===== src/bamp_pkg.sv =====
package bamp_pkg;

    localparam int OPERAND_BITS = 8;
    localparam int VALUE_BITS   = 16;
    localparam int REM_BITS     = 8;
    localparam int CNT_W        = (OPERAND_BITS > 1) ? $clog2(OPERAND_BITS) : 1;
    localparam int ADD_W        = VALUE_BITS + 2;

    typedef enum logic [1:0] {
        OP_MUL    = 2'd0,
        OP_POPCNT = 2'd1,
        OP_DIV    = 2'd2,
        OP_POW    = 2'd3
    } t_op;

    typedef enum logic {
        ST_IDLE = 1'b0,
        ST_RUN  = 1'b1
    } t_state;

endpackage


===== src/byte_alu_mul_popcount_divmod_pow_core.sv =====
// Unsigned byte ALU: multiply, ones count, divide with remainder, power mod 2^16.
// Command channel: drive i_operation, i_operand_a, i_operand_b and raise start;
// the command transfers at a rising edge where start is high and busy is low.
// busy stays high while the command is worked on; nothing else is taken then.
// Result channel: o_value, o_remainder_out and o_status are shown for exactly
// one cycle with o_valid high. The receiver cannot stall; a result not taken in
// that cycle is gone. busy is low in the strobe cycle, so the next command can
// transfer there.
// Steps from transfer to strobe, done on one 16x16 multiplier and one adder
// used over and over under a step counter:
//   multiply            one pass through the multiplier
//   ones count          one bit per cycle through the adder, over OPERAND_BITS bits
//   divide              one restoring step per cycle, one per quotient bit
//   divide by zero      answered straight from idle, with no run state
//   power               multiply and square per exponent bit
// Reset (synchronous, active low) returns the sequencer to idle and drops any
// command in flight; no result is issued for it.
module byte_alu_mul_popcount_divmod_pow_core
    import bamp_pkg::*;
(
    input  logic                    i_clk,
    input  logic                    i_rst_n,
    input  logic                    start,
    output logic                    busy,
    input  logic [1:0]              i_operation,
    input  logic [OPERAND_BITS-1:0] i_operand_a,
    input  logic [OPERAND_BITS-1:0] i_operand_b,
    output logic                    o_valid,
    output logic [VALUE_BITS-1:0]   o_value,
    output logic [REM_BITS-1:0]     o_remainder_out,
    output logic                    o_status
);

    t_state                  r_state, n_state;
    t_op                     r_op, n_op;
    logic [OPERAND_BITS-1:0] r_a, n_a;
    logic [OPERAND_BITS-1:0] r_b, n_b;
    logic [OPERAND_BITS-1:0] r_rem, n_rem;
    logic [VALUE_BITS-1:0]   r_acc, n_acc;
    logic [VALUE_BITS-1:0]   r_sq, n_sq;
    logic [CNT_W-1:0]        r_cnt, n_cnt;
    logic                    r_phase, n_phase;
    logic                    r_valid, n_valid;
    logic [VALUE_BITS-1:0]   r_value, n_value;
    logic [REM_BITS-1:0]     r_rem_out, n_rem_out;
    logic                    r_status, n_status;

    // shared units
    logic [VALUE_BITS-1:0]   mul_x, mul_y;
    logic [2*VALUE_BITS-1:0] mul_p;
    logic [ADD_W-1:0]        add_x, add_y;
    logic                    add_inv, add_cin;
    logic [ADD_W:0]          add_sum;

    logic [OPERAND_BITS:0]   rem_sh;
    logic                    ge;
    logic [OPERAND_BITS-1:0] rem_next;
    logic [OPERAND_BITS-1:0] quo_next;
    logic                    last_bit;

    assign mul_p   = mul_x * mul_y;
    assign add_sum = {1'b0, add_x} + {1'b0, (add_inv ? ~add_y : add_y)}
                     + (ADD_W+1)'(add_cin);

    assign rem_sh   = {r_rem, r_a[OPERAND_BITS-1]};
    assign ge       = add_sum[ADD_W];
    assign rem_next = ge ? add_sum[OPERAND_BITS-1:0] : rem_sh[OPERAND_BITS-1:0];
    assign quo_next = {r_a[OPERAND_BITS-2:0], ge};
    assign last_bit = (r_cnt == CNT_W'(OPERAND_BITS - 1));

    always_ff @(posedge i_clk) begin
        if (!i_rst_n) begin
            r_state <= ST_IDLE;
            r_valid <= 1'b0;
        end else begin
            r_state <= n_state;
            r_valid <= n_valid;
        end
    end

    always_ff @(posedge i_clk) begin
        r_op      <= n_op;
        r_a       <= n_a;
        r_b       <= n_b;
        r_rem     <= n_rem;
        r_acc     <= n_acc;
        r_sq      <= n_sq;
        r_cnt     <= n_cnt;
        r_phase   <= n_phase;
        r_value   <= n_value;
        r_rem_out <= n_rem_out;
        r_status  <= n_status;
    end

    always_comb begin
        n_state   = r_state;
        n_op      = r_op;
        n_a       = r_a;
        n_b       = r_b;
        n_rem     = r_rem;
        n_acc     = r_acc;
        n_sq      = r_sq;
        n_cnt     = r_cnt;
        n_phase   = r_phase;
        n_valid   = 1'b0;
        n_value   = r_value;
        n_rem_out = r_rem_out;
        n_status  = r_status;

        mul_x   = VALUE_BITS'(r_a);
        mul_y   = VALUE_BITS'(r_b);
        add_x   = ADD_W'(r_acc);
        add_y   = '0;
        add_inv = 1'b0;
        add_cin = r_a[r_cnt];

        case (r_state)
            ST_IDLE: begin
                if (start) begin
                    n_op    = t_op'(i_operation);
                    n_a     = i_operand_a;
                    n_b     = i_operand_b;
                    n_rem   = '0;
                    n_acc   = (t_op'(i_operation) == OP_POW) ? VALUE_BITS'(1) : '0;
                    n_sq    = VALUE_BITS'(i_operand_a);
                    n_cnt   = '0;
                    n_phase = 1'b0;
                    if (t_op'(i_operation) == OP_DIV && i_operand_b == '0) begin
                        // divide by zero: answer at once
                        n_valid   = 1'b1;
                        n_value   = '0;
                        n_rem_out = '0;
                        n_status  = 1'b1;
                    end else begin
                        n_state = ST_RUN;
                    end
                end
            end
            ST_RUN: begin
                case (r_op)
                    OP_MUL: begin
                        n_valid   = 1'b1;
                        n_value   = mul_p[VALUE_BITS-1:0];
                        n_rem_out = '0;
                        n_status  = 1'b0;
                        n_state   = ST_IDLE;
                    end
                    OP_POPCNT: begin
                        n_acc = add_sum[VALUE_BITS-1:0];
                        n_cnt = r_cnt + CNT_W'(1);
                        if (last_bit) begin
                            n_valid   = 1'b1;
                            n_value   = add_sum[VALUE_BITS-1:0];
                            n_rem_out = '0;
                            n_status  = 1'b0;
                            n_state   = ST_IDLE;
                        end
                    end
                    OP_DIV: begin
                        // restoring step: trial subtract of the divisor
                        add_x   = ADD_W'(rem_sh);
                        add_y   = ADD_W'(r_b);
                        add_inv = 1'b1;
                        add_cin = 1'b1;
                        n_rem   = rem_next;
                        n_a     = quo_next;
                        n_cnt   = r_cnt + CNT_W'(1);
                        if (last_bit) begin
                            n_valid   = 1'b1;
                            n_value   = VALUE_BITS'(quo_next);
                            n_rem_out = REM_BITS'(rem_next);
                            n_status  = 1'b0;
                            n_state   = ST_IDLE;
                        end
                    end
                    default: begin
                        // power: phase 0 folds in the square, phase 1 squares
                        if (!r_phase) begin
                            mul_x = r_acc;
                            mul_y = r_sq;
                            if (r_b[r_cnt]) begin
                                n_acc = mul_p[VALUE_BITS-1:0];
                            end
                            n_phase = 1'b1;
                        end else begin
                            mul_x   = r_sq;
                            mul_y   = r_sq;
                            n_sq    = mul_p[VALUE_BITS-1:0];
                            n_phase = 1'b0;
                            n_cnt   = r_cnt + CNT_W'(1);
                            if (last_bit) begin
                                n_valid   = 1'b1;
                                n_value   = r_acc;
                                n_rem_out = '0;
                                n_status  = 1'b0;
                                n_state   = ST_IDLE;
                            end
                        end
                    end
                endcase
            end
            default: begin
                n_state = ST_IDLE;
            end
        endcase
    end

    assign busy            = (r_state != ST_IDLE);
    assign o_valid         = r_valid;
    assign o_value         = r_value;
    assign o_remainder_out = r_rem_out;
    assign o_status        = r_status;

    a_busy_after_start: assert property (@(posedge i_clk) disable iff (!i_rst_n)
        (start && !busy && (i_operation != OP_DIV || i_operand_b != '0)) |=> busy)
        else $error("accepted command did not raise busy");

    a_div_zero_direct: assert property (@(posedge i_clk) disable iff (!i_rst_n)
        (start && !busy && i_operation == OP_DIV && i_operand_b == '0)
        |=> (o_valid && o_status && !busy))
        else $error("divide by zero not answered at once");

    a_status_clears: assert property (@(posedge i_clk) disable iff (!i_rst_n)
        (o_valid && o_status) |-> (o_value == '0 && o_remainder_out == '0))
        else $error("divide by zero result not zero");

    a_mul_latency: assert property (@(posedge i_clk) disable iff (!i_rst_n)
        (r_state == ST_RUN && r_op == OP_MUL) |=> (o_valid && !busy))
        else $error("multiply result late");

endmodule

===== config.mk =====
export PLATFORM = sky130hd
export DESIGN_NAME = byte_alu_mul_popcount_divmod_pow_core
export DESIGN_NICKNAME = d
export VERILOG_FILES = /design/src/bamp_pkg.sv /design/src/byte_alu_mul_popcount_divmod_pow_core.sv
export SDC_FILE = /design/constraint.sdc
export NUM_CORES = 1
export LEC_CHECK = 0
export BUFFER_PORTS_ARGS = -buffer_cell sky130_fd_sc_hd__buf_2
export CORE_ASPECT_RATIO = 0.6
export CORE_MARGIN = 2
export CORE_UTILIZATION = 40
export DETAILED_ROUTE_END_ITERATION = 10
export GPL_TIMING_DRIVEN = 0
export PLACE_DENSITY_LB_ADDON = 0.12
export SLEW_MARGIN = 20
export SYNTH_ARGS = -nofsm -noshare
export SYNTH_HDL_FRONTEND = slang
export SYNTH_SLANG_ARGS = --single-unit

===== constraint.sdc =====
create_clock -name i_clk -period 15.2 [get_ports i_clk]
set_clock_uncertainty 0.05 [all_clocks]
set_input_delay 3.04 -clock i_clk [delete_from_list [all_inputs] [get_ports i_clk]]
set_output_delay 3.04 -clock i_clk [all_outputs]
set_load 0.005 [all_outputs]

==> impl_results.md <==
- Status: finished clean
- Total die area: between 20000 and 30000 µm²
- Tcrit/Tclk final: 54.6%
- Pre-CTS setup slack: approximately 7 ns
- Net count reported at finish: 1281
- Cts repair resizes: 0
- Core ar.: approximately 23000 µm²
- Hold Path Class: reg -> reg
- Most common cell in the netlist: nand2_1
- DRC viols: 0
- Pin count of the biggest net entering global routing: 18
- Chip height: 123 µm
- CTS Sinks: slightly below 90
- Crit Path Category: reg -> reg
- Slew headroom: between 20% and 30%
- Leak: roughly 4.6 nW
- Net count after synthesis: 1220
- Synth top cells by count: nand2_1 (139), inv_1 (136), nor2_1 (119)
- Rows: 43
- CTS hold repair buffers: 0
- CP peak stage delay: ~0.66 ns
- EDFF count, synth: slightly below 90
- Initial Util: between 40% and 50%
- CP Max Fanout: 10
- Setup TNS: 0 ns
- FF-to-FF Start: r_op[0]$_DFFE_PP_
- Critical R2R Capture: o_value[15]$_SDFFCE_PN0P_
- Final setup viols: 0
- Worst-margin pin slew: approximately 1.2 ns
- Delay-heaviest family, CP: adder cells
- Hold depth: 2
- Placed instance area: 10200 µm²
- HPWL reported at the end of detailed placement: 25900 µm
- Fin area: approximately 11000 µm²
- Number of global-route vias before repair: ~7600
- Cell Area, Synth: roughly 9500 µm²
- CTS max path bufs: 2
- # Post-CTS Setup Buffers: 0
- Total CTS buffers: 9
- Vias/cell: approximately 5.6
- Total Power: 1.65 mW
- CTS tree: yes
- Area contributors post-synth: edfxtp_1 (28%), fa_1 (17%), ha_1 (9.4%)
- Layout cell share with drive strength beyond 1: about a tenth
- Reg clk slew, reported paths: 0.08 ns
- IO Count: 48
- Global route overflow: 0
- GP Congestion: between 0.9 and 1
- Ys async rst share: 0%
- Pwr dens: about 160 nW/µm²
- Via count: ~8000
- Worst Hold Endpoint: o_remainder_out[2]$_SDFFCE_PN0P_
- Pre-antenna DRT Iters: 5
- First-pass GRT wire length: 48200 µm
- Max-cap check violation count: 0
- Setup slack, reg-to-reg: between 6 and 7 ns
- Cell taking the most area after synthesis: edfxtp_1
- Port Buffer Count: 47
- H-tree levels: 3
- Drt first-iter violations: approximately 1100
- Yosys reg bits: around 90
- Required @ worst endpoint: between 15 and 20 ns
- Max Clock Freq: about 0.12 GHz
- Share of Yosys cell area claimed by the top area cell type: ~28%
- Crit end category: register
- Beginning of the worst hold path: o_remainder_out[2]$_SDFFCE_PN0P_
- Bufs and invs on worst path: 6
- RSZ-0062 raised after global routing: no
- Worst ir drop on vdd: between 100 and 150 µV
- Slew Limit Fails: 0
- Worst Path Arrival: 8.40 ns
- ANT nets after route: 0
- Root Driver: clkbuf_16
- Worst-Skew Late Latency: around 0.36 ns
- Chip Width: approximately 200 µm
- Antenna Cells: 0
- GRT Overall Usage: approximately a quarter
- Synth Flop Type: edfxtp_1
- Filler cells: approximately 2300
- CP Launch Type: register
- P&R area growth vs syn: 10.6%
- Post-Synthesis Cells: ~1000
- Slowest CP cell: fa_1
- Avg WL per Cell: ~22 µm
- Post-synthesis sequential area ratio: 27.9%
- Setup slack after layout: a little under 7 ns
- Ys Warns: 0
- Post-layout minimum cycle time: 8.29 ns
- Cell Chain, Critical Path: ha_1, clkbuf_1, nand2_1, clkbuf_1, clkbuf_1, nor3_1, fa_1, inv_1, fa_1, inv_1, fa_1, inv_1, fa_1, fa_1, fa_1, xnor2_1, xnor2_1, xnor2_1, xnor2_1, xnor3_1, xnor3_1, or4_1, a31oi_1
- Most common cell on crit path: fa_1
- Syn avg cell area: around 9.1 µm²
- Initial antenna violation count: 0
- Final Hold Viols: 0
- Synth unique cells: between 50 and 60
- WL final: around 32000 µm
- Worst Reg-to-Reg Cells: 23
## cell families after synthesis
| logic type | after synthesis | share of synthesized area (%) |
|---|---|---|
| XOR/XNOR | 42 | 4.31 |
| AND/OR/NAND/NOR | 382 | 17.9 |
| multiplexers | 43 | 5.28 |
| flip-flops | 89 | 27.9 |
| buffers and inverters | 177 | 7.23 |
| AO/OA/AOI/OAI | 160 | 10.7 |
| adder cells (fa/ha/maj) | 153 | 26.6 |
## state kept, by name, summed over array words and instances, names as in the netlist
| signal | flops |
|---|---|
| o_remainder_out | 8 |
| busy | 1 |
| r_cnt | 3 |
| r_phase | 1 |
| o_status | 1 |
| r_a | 8 |
| o_valid | 1 |
| r_b | 8 |
| o_value | 16 |
| r_op | 2 |
| r_acc | 16 |
| r_sq | 16 |
| r_rem | 8 |
## routing by layer
metal	vias to the layer above	track usage (%)	wire [µm]	share of wire, %
met5	-	0	0	0
met4	0	1.92	125	0.39
met3	12	7.01	3880	12
met2	435	31.9	11100	35
met1	3938	45.6	16600	52
li1	3635	-	-	-
## where the power goes
part / switching (mW) / internal (mW)
logic: 0.636 / 0.387
clock network: 0.113 / 0.132
registers: 0.0541 / 0.326
total: 0.803 / 0.844
## stage by stage
stage          instances  hold WS, ns  util (%)
3_5_place_dp        1411        0.505      43.9
3_3_place_gp        1408        0.496      43.7
2_1_floorplan       1046        0.506         -
4_1_cts             1427        0.525      45.3
6_report            1427        0.518      45.3
5_1_grt             1427        0.551      45.3
## final cells by class
class / instances / area [µm²] / area share, %
buffer: 41 / 176 / 1.68
clock buffer: 9 / 225 / 2.14
clock inverter: 7 / 86.3 / 0.822
inverter: 136 / 510 / 4.86
multi-input combinational: 780 / 6180 / 58.9
sequential: 89 / 2650 / 25.3
tap: 315 / 394 / 3.75
timing repair buffer: 50 / 273 / 2.60
## cells in the final DEF (no fill, tap or decap), types with 6 or more instances in the layout
master / instances
nor3_1: 25
clkbuf_1: 29
xor2_1: 11
o21a_1: 8
or3_1: 9
a21o_1: 12
a221oi_1: 8
and2_1: 17
nand2_1: 139
or2_2: 11
o221ai_1: 7
a31oi_1: 6
and3_1: 9
fa_1: 82
nand2b_1: 16
inv_1: 136
a211oi_1: 7
mux2i_1: 29
buf_1: 6
xnor2_1: 28
edfxtp_1: 87
o211ai_1: 9
nor2_1: 119
mux2_2: 7
clkbuf_16: 9
nand3_1: 22
buf_2: 50
ha_1: 71
o21ai_0: 35
a21oi_1: 43
## worst min-delay path, cell delays in order, from the launching register on
cell and delay [ns]:
edfxtp_1 0.34, nand2_1 0.05, o221ai_1 0.06
## how the worst max path moves through the flow
stage / from / endpoint / cells past startpoint
CTS: r_op[0]$_DFFE_PP_ / o_value[15]$_SDFFCE_PN0P_ / 23
floorplan: r_op[0]$_DFFE_PP_ / o_value[15]$_SDFFCE_PN0P_ / 23
detailed placement: r_op[0]$_DFFE_PP_ / o_value[15]$_SDFFCE_PN0P_ / 23
global route: r_op[0]$_DFFE_PP_ / o_value[15]$_SDFFCE_PN0P_ / 23
global placement: r_op[0]$_DFFE_PP_ / o_value[15]$_SDFFCE_PN0P_ / 23
finish: r_op[0]$_DFFE_PP_ / o_value[15]$_SDFFCE_PN0P_ / 23
Note: power is estimated with default switching activity, not from simulation.
